$ cat src/design/mvt_pkg.sv
`default_nettype none

package mvt_pkg;

  localparam int DATA_W    = 32;
  localparam int PROD_W    = 2 * DATA_W;
  // four products of up to 2^62 each, plus sign
  localparam int ACC_W     = PROD_W + 2;
  localparam int NUM_LANES = 4;
  localparam int NUM_REGS  = 8;
  localparam int REG_W     = 64;
  localparam int REG_IDX_W = $clog2(NUM_REGS);
  localparam int CFG_IDX_W = REG_IDX_W + 1;
  localparam int FRAC_BITS_DEF = 16;

  localparam logic [DATA_W-1:0] SAT_MAX = {1'b0, {(DATA_W-1){1'b1}}};
  localparam logic [DATA_W-1:0] SAT_MIN = {1'b1, {(DATA_W-1){1'b0}}};

  typedef logic signed [DATA_W-1:0] mvt_word_t;
  typedef logic signed [ACC_W-1:0]  mvt_acc_t;
  typedef mvt_word_t [NUM_LANES-1:0] mvt_vec_t;
  typedef mvt_acc_t  [NUM_LANES-1:0] mvt_accs_t;

  typedef struct packed {
    logic signed [DATA_W-1:0] in_x;
    logic signed [DATA_W-1:0] in_y;
    logic signed [DATA_W-1:0] in_z;
    logic signed [DATA_W-1:0] in_w;
  } mvt_in_t;

  typedef struct packed {
    logic signed [DATA_W-1:0] out_x;
    logic signed [DATA_W-1:0] out_y;
    logic signed [DATA_W-1:0] out_z;
    logic signed [DATA_W-1:0] out_w;
    logic [NUM_LANES-1:0]     clip_mask;
  } mvt_out_t;

  // what one cell hands to the next: request valid, the vector, the partial row sums
  typedef struct packed {
    logic      valid;
    mvt_vec_t  vec;
    mvt_accs_t acc;
  } mvt_flow_t;

endpackage

`default_nettype wire

$ cat src/design/mvt_sat.sv
`default_nettype none

// fixed-point rescale, saturation and the result register
module mvt_sat #(
  parameter int FRAC_BITS = mvt_pkg::FRAC_BITS_DEF
) (
  input  wire logic               clk,
  input  wire logic               rst,
  input  wire mvt_pkg::mvt_flow_t up,
  output logic                    up_ready,
  output mvt_pkg::mvt_out_t       res,
  output logic                    res_valid,
  input  wire logic               res_ready
);

  logic signed [mvt_pkg::ACC_W-1:0]  shifted [mvt_pkg::NUM_LANES];
  logic [mvt_pkg::DATA_W-1:0]        lane_val [mvt_pkg::NUM_LANES];
  logic [mvt_pkg::NUM_LANES-1:0]     clip;
  logic [mvt_pkg::ACC_W-mvt_pkg::DATA_W:0] top_bits [mvt_pkg::NUM_LANES];
  logic en;

  assign en       = ~res_valid | res_ready;
  assign up_ready = en;

  always_comb begin
    for (int i = 0; i < mvt_pkg::NUM_LANES; i++) begin
      // arithmetic shift rounds toward minus infinity
      shifted[i]  = $signed(up.acc[i]) >>> FRAC_BITS;
      top_bits[i] = shifted[i][mvt_pkg::ACC_W-1:mvt_pkg::DATA_W-1];
      clip[i]     = ~((&top_bits[i]) | ~(|top_bits[i]));
      if (clip[i]) begin
        lane_val[i] = shifted[i][mvt_pkg::ACC_W-1] ? mvt_pkg::SAT_MIN : mvt_pkg::SAT_MAX;
      end else begin
        lane_val[i] = shifted[i][mvt_pkg::DATA_W-1:0];
      end
    end
  end

  always_ff @(posedge clk) begin
    if (rst) begin
      res_valid <= 1'b0;
    end else if (en) begin
      res_valid <= up.valid;
    end
  end

  always_ff @(posedge clk) begin
    if (en) begin
      res.out_x     <= lane_val[0];
      res.out_y     <= lane_val[1];
      res.out_z     <= lane_val[2];
      res.out_w     <= lane_val[3];
      res.clip_mask <= clip;
    end
  end

endmodule

`default_nettype wire

$ cat config.mk
export PLATFORM = sky130hd
export DESIGN_NAME = mvt_sat
export DESIGN_NICKNAME = d
export VERILOG_FILES = /design/src/design/mvt_pkg.sv /design/src/design/mvt_sat.sv
export SDC_FILE = /design/constraint.sdc
export NUM_CORES = 1
export LEC_CHECK = 0
export ABC_AREA = 1
export BUFFER_PORTS_ARGS = -buffer_cell sky130_fd_sc_hd__buf_4
export CORE_AREA = 2 2 208 210
export DETAILED_ROUTE_END_ITERATION = 10
export DIE_AREA = 0 0 210 212
export PLACE_DENSITY = 0.33
export RECOVER_POWER = 100
export SLEW_MARGIN = 20
export SYNTH_ARGS = -nofsm -noshare
export SYNTH_HDL_FRONTEND = slang
export SYNTH_SLANG_ARGS = --single-unit
$ cat constraint.sdc
create_clock -name clk -period 10.25 [get_ports clk]
set_input_delay 1.025 -clock clk [delete_from_list [all_inputs] [get_ports clk]]
set_output_delay 1.025 -clock clk [all_outputs]
set_load 0.01 [all_outputs]
==> results.sh <==
export IMPL_gp_congestion=0.701
export IMPL_final_hold_violation_count=0
export IMPL_synth_cell_type_count=20
export IMPL_ys_warn_count=0
export IMPL_grt_max_degree=51
export IMPL_ios=530
export IMPL_hpwl_mm=15.2
export IMPL_p_seq_share_pct=45.8
export IMPL_chipHeight_um=212
export IMPL_drive_gt1_share_pct=26.5
export IMPL_crit_fanout=50
export IMPL_netSwitchingFraction_pct=25.9
export IMPL_postCtsSetupBuffers=0
export IMPL_grtUsageTotal_pct=9.55
export IMPL_cts_tree="done"
export IMPL_path_clk_slew_ns=0.06
export IMPL_max_freq_mhz=206
export IMPL_grt_setup_unrepaired="false"
export IMPL_routed_via_count=4956
export IMPL_numCtsBuffers=17
export IMPL_synth_seq_area_share_pct=68.8
export IMPL_maxCapViolCount=3
export IMPL_p_clk_share_pct=43.5
export IMPL_core_area_um2=42500
export IMPL_slew_viol_final=139
export IMPL_synth_nets=944
export IMPL_hold_slack_ns=0.725
export IMPL_fin_area_um2=8800
export IMPL_status="complete, but fails checks"
export IMPL_wirelength_mm=21.0
export IMPL_syn_area_um2=5790
export IMPL_required_ns=10.24
export IMPL_area_sequential_um2=3980
export IMPL_irDropWorstVdd_uv=92.6
export IMPL_combPwrFrac_pct=10.8
export IMPL_grt_pass1_vias=5045
export IMPL_final_cell_mix="nand2_1, buf_4, clkbuf_1"
export IMPL_clk_latency_ns=0.44
export IMPL_critPathLaunchType="input pin"
export IMPL_htree_levels=4
export IMPL_crit_arrival_ns=4.85
export IMPL_crit_path_end_kind="flop"
export IMPL_grt_antenna_before_repair=2
export IMPL_period_share_pct=47.3
export IMPL_synth_area_per_cell_um2=10.6
export IMPL_portBuffers=337
export IMPL_p_per_area_nw_per_um2=161
export IMPL_nFillCells=4780
export IMPL_dieArea_um2=44500
export IMPL_synth_seq_cells=133
export IMPL_drt_iter0_drc=220
export IMPL_setup_viol=0
export IMPL_grt_overflow=0
export IMPL_root_buffer="clkbuf_16"
export IMPL_synthesis_instances=548
export IMPL_worstHoldPathType="in2reg"
export IMPL_failed_checks="max-capacitance violations, max-slew violations"
export IMPL_drc=0
export IMPL_multi_input_area_um2=1490
export IMPL_cts_num_sinks=133
export IMPL_start_util_pct=13.6
export IMPL_via_per_inst=3.44
export IMPL_die_width_um=210
export IMPL_nets=1276
export IMPL_rows=76
export IMPL_place_area_um2=8790
export IMPL_finalSetupTns_ns=0
export IMPL_p_sw_mw=0.367
export IMPL_post_drt_wl_per_cell_um=14.6
export IMPL_postCtsHoldBufs=0
export IMPL_worst_slew_pin_slew_ns=3.02
export IMPL_firstDrtPassIters=6
export IMPL_grt_pass1_wl_mm=31.1
export IMPL_period_minus_slack_ns=4.85
export IMPL_final_common_cell="nand2_1"
export IMPL_p_leak_nw=3.53
export IMPL_area_growth_pct=52.1
export IMPL_crit_type="in2reg"
export IMPL_cts_resized=0
export IMPL_drtAntennaViolNets=0
export IMPL_skew_ns=0.0102
export IMPL_intPower_mw=1.05
export IMPL_relSlewSlack_pct=-101
export IMPL_clockBufferDepth=2
-- registers in the layout, summed over array words and instances, names as in the netlist --
name       count
res_valid      1
res          132
-- final cells by class --
type	count	share of cell area [%]
inverters	10	0.426
repair buffers	341	23.1
well taps	546	7.76
flip-flops and latches	133	45.3
multi-input cells	377	17.0
clock buffers	17	4.83
diodes	1	0.0284
clock inverters	15	1.65
-- cell families after synthesis --
logic type | after synthesis | share of synthesized area, %
AO/OA/AOI/OAI | 1 | 0.0864
flip-flops | 133 | 68.8
buffers and inverters | 38 | 4.97
AND/OR/NAND/NOR | 376 | 26.1
-- critical path, cell delays in order --
cell,delay [ns]
clkbuf_4,0.10
inv_1,0.03
nand2_1,1.41
clkbuf_1,2.21
-- Yosys cell counts (all sizes together) --
cell / instances / area (um^2)
nand2: 293 / 1120
edfxtp: 132 / 3960
nor2: 56 / 213
buf: 24 / 229
inv: 10 / 37.5
nand3: 10 / 65.1
nand4: 8 / 50.1
or2: 6 / 37.5
clkbuf: 3 / 11.3
nand3b: 2 / 22.5
a21oi: 1 / 5.00
dfxtp: 1 / 20.0
dlygate4sd3: 1 / 10.0
nor3: 1 / 5.00
-- through the flow --
| step | util [%] | total power, mW | std cells | setup slack (ns) |
|---|---|---|---|---|
| floorplan | - | 0.715 | 548 | 5.31 |
| global placement | 20.7 | 0.846 | 1407 | 7.27 |
| detailed placement | 20.7 | 0.847 | 1407 | 7.26 |
| CTS | 22.0 | 1.49 | 1439 | 7.27 |
| global route | 20.7 | 1.49 | 1439 | 4.88 |
| finish | 20.7 | 1.42 | 1440 | 5.40 |
-- power groups by stage --
stage	Combinational, mW	Clock (mW)	Sequential [mW]
6_report	0.153	0.616	0.649
5_1_grt	0.170	0.667	0.653
4_1_cts	0.187	0.651	0.649
3_5_place_dp	0.187	0	0.660
3_3_place_gp	0.187	0	0.659
2_1_floorplan	0.0331	0	0.682
-- path summary, 6_finish.rpt --
check / from / end / slack (ns) / cells past startpoint
setup / recovery: res_ready / res[60]$_DFFE_PP_ / 5.40 / 4
hold / removal: rst / res_valid$_SDFFE_PP0P_ / 0.73 / 2
setup reg to reg: res_valid$_SDFFE_PP0P_ / res[60]$_DFFE_PP_ / 5.79 / 2
hold reg to reg: res_valid$_SDFFE_PP0P_ / res_valid$_SDFFE_PP0P_ / 1.90 / 2
-- metal layers --
layer  up-vias  part of all wire (%)  global-route usage [%]
li1       2455                     -                       -
met1      2288                    41                    10.8
met2       194                    47                    15.0
met3        17                    10                    4.89
met4         2                   1.5                    4.40
met5         -                 0.062                       0
Power figures use the tool's default switching activity.
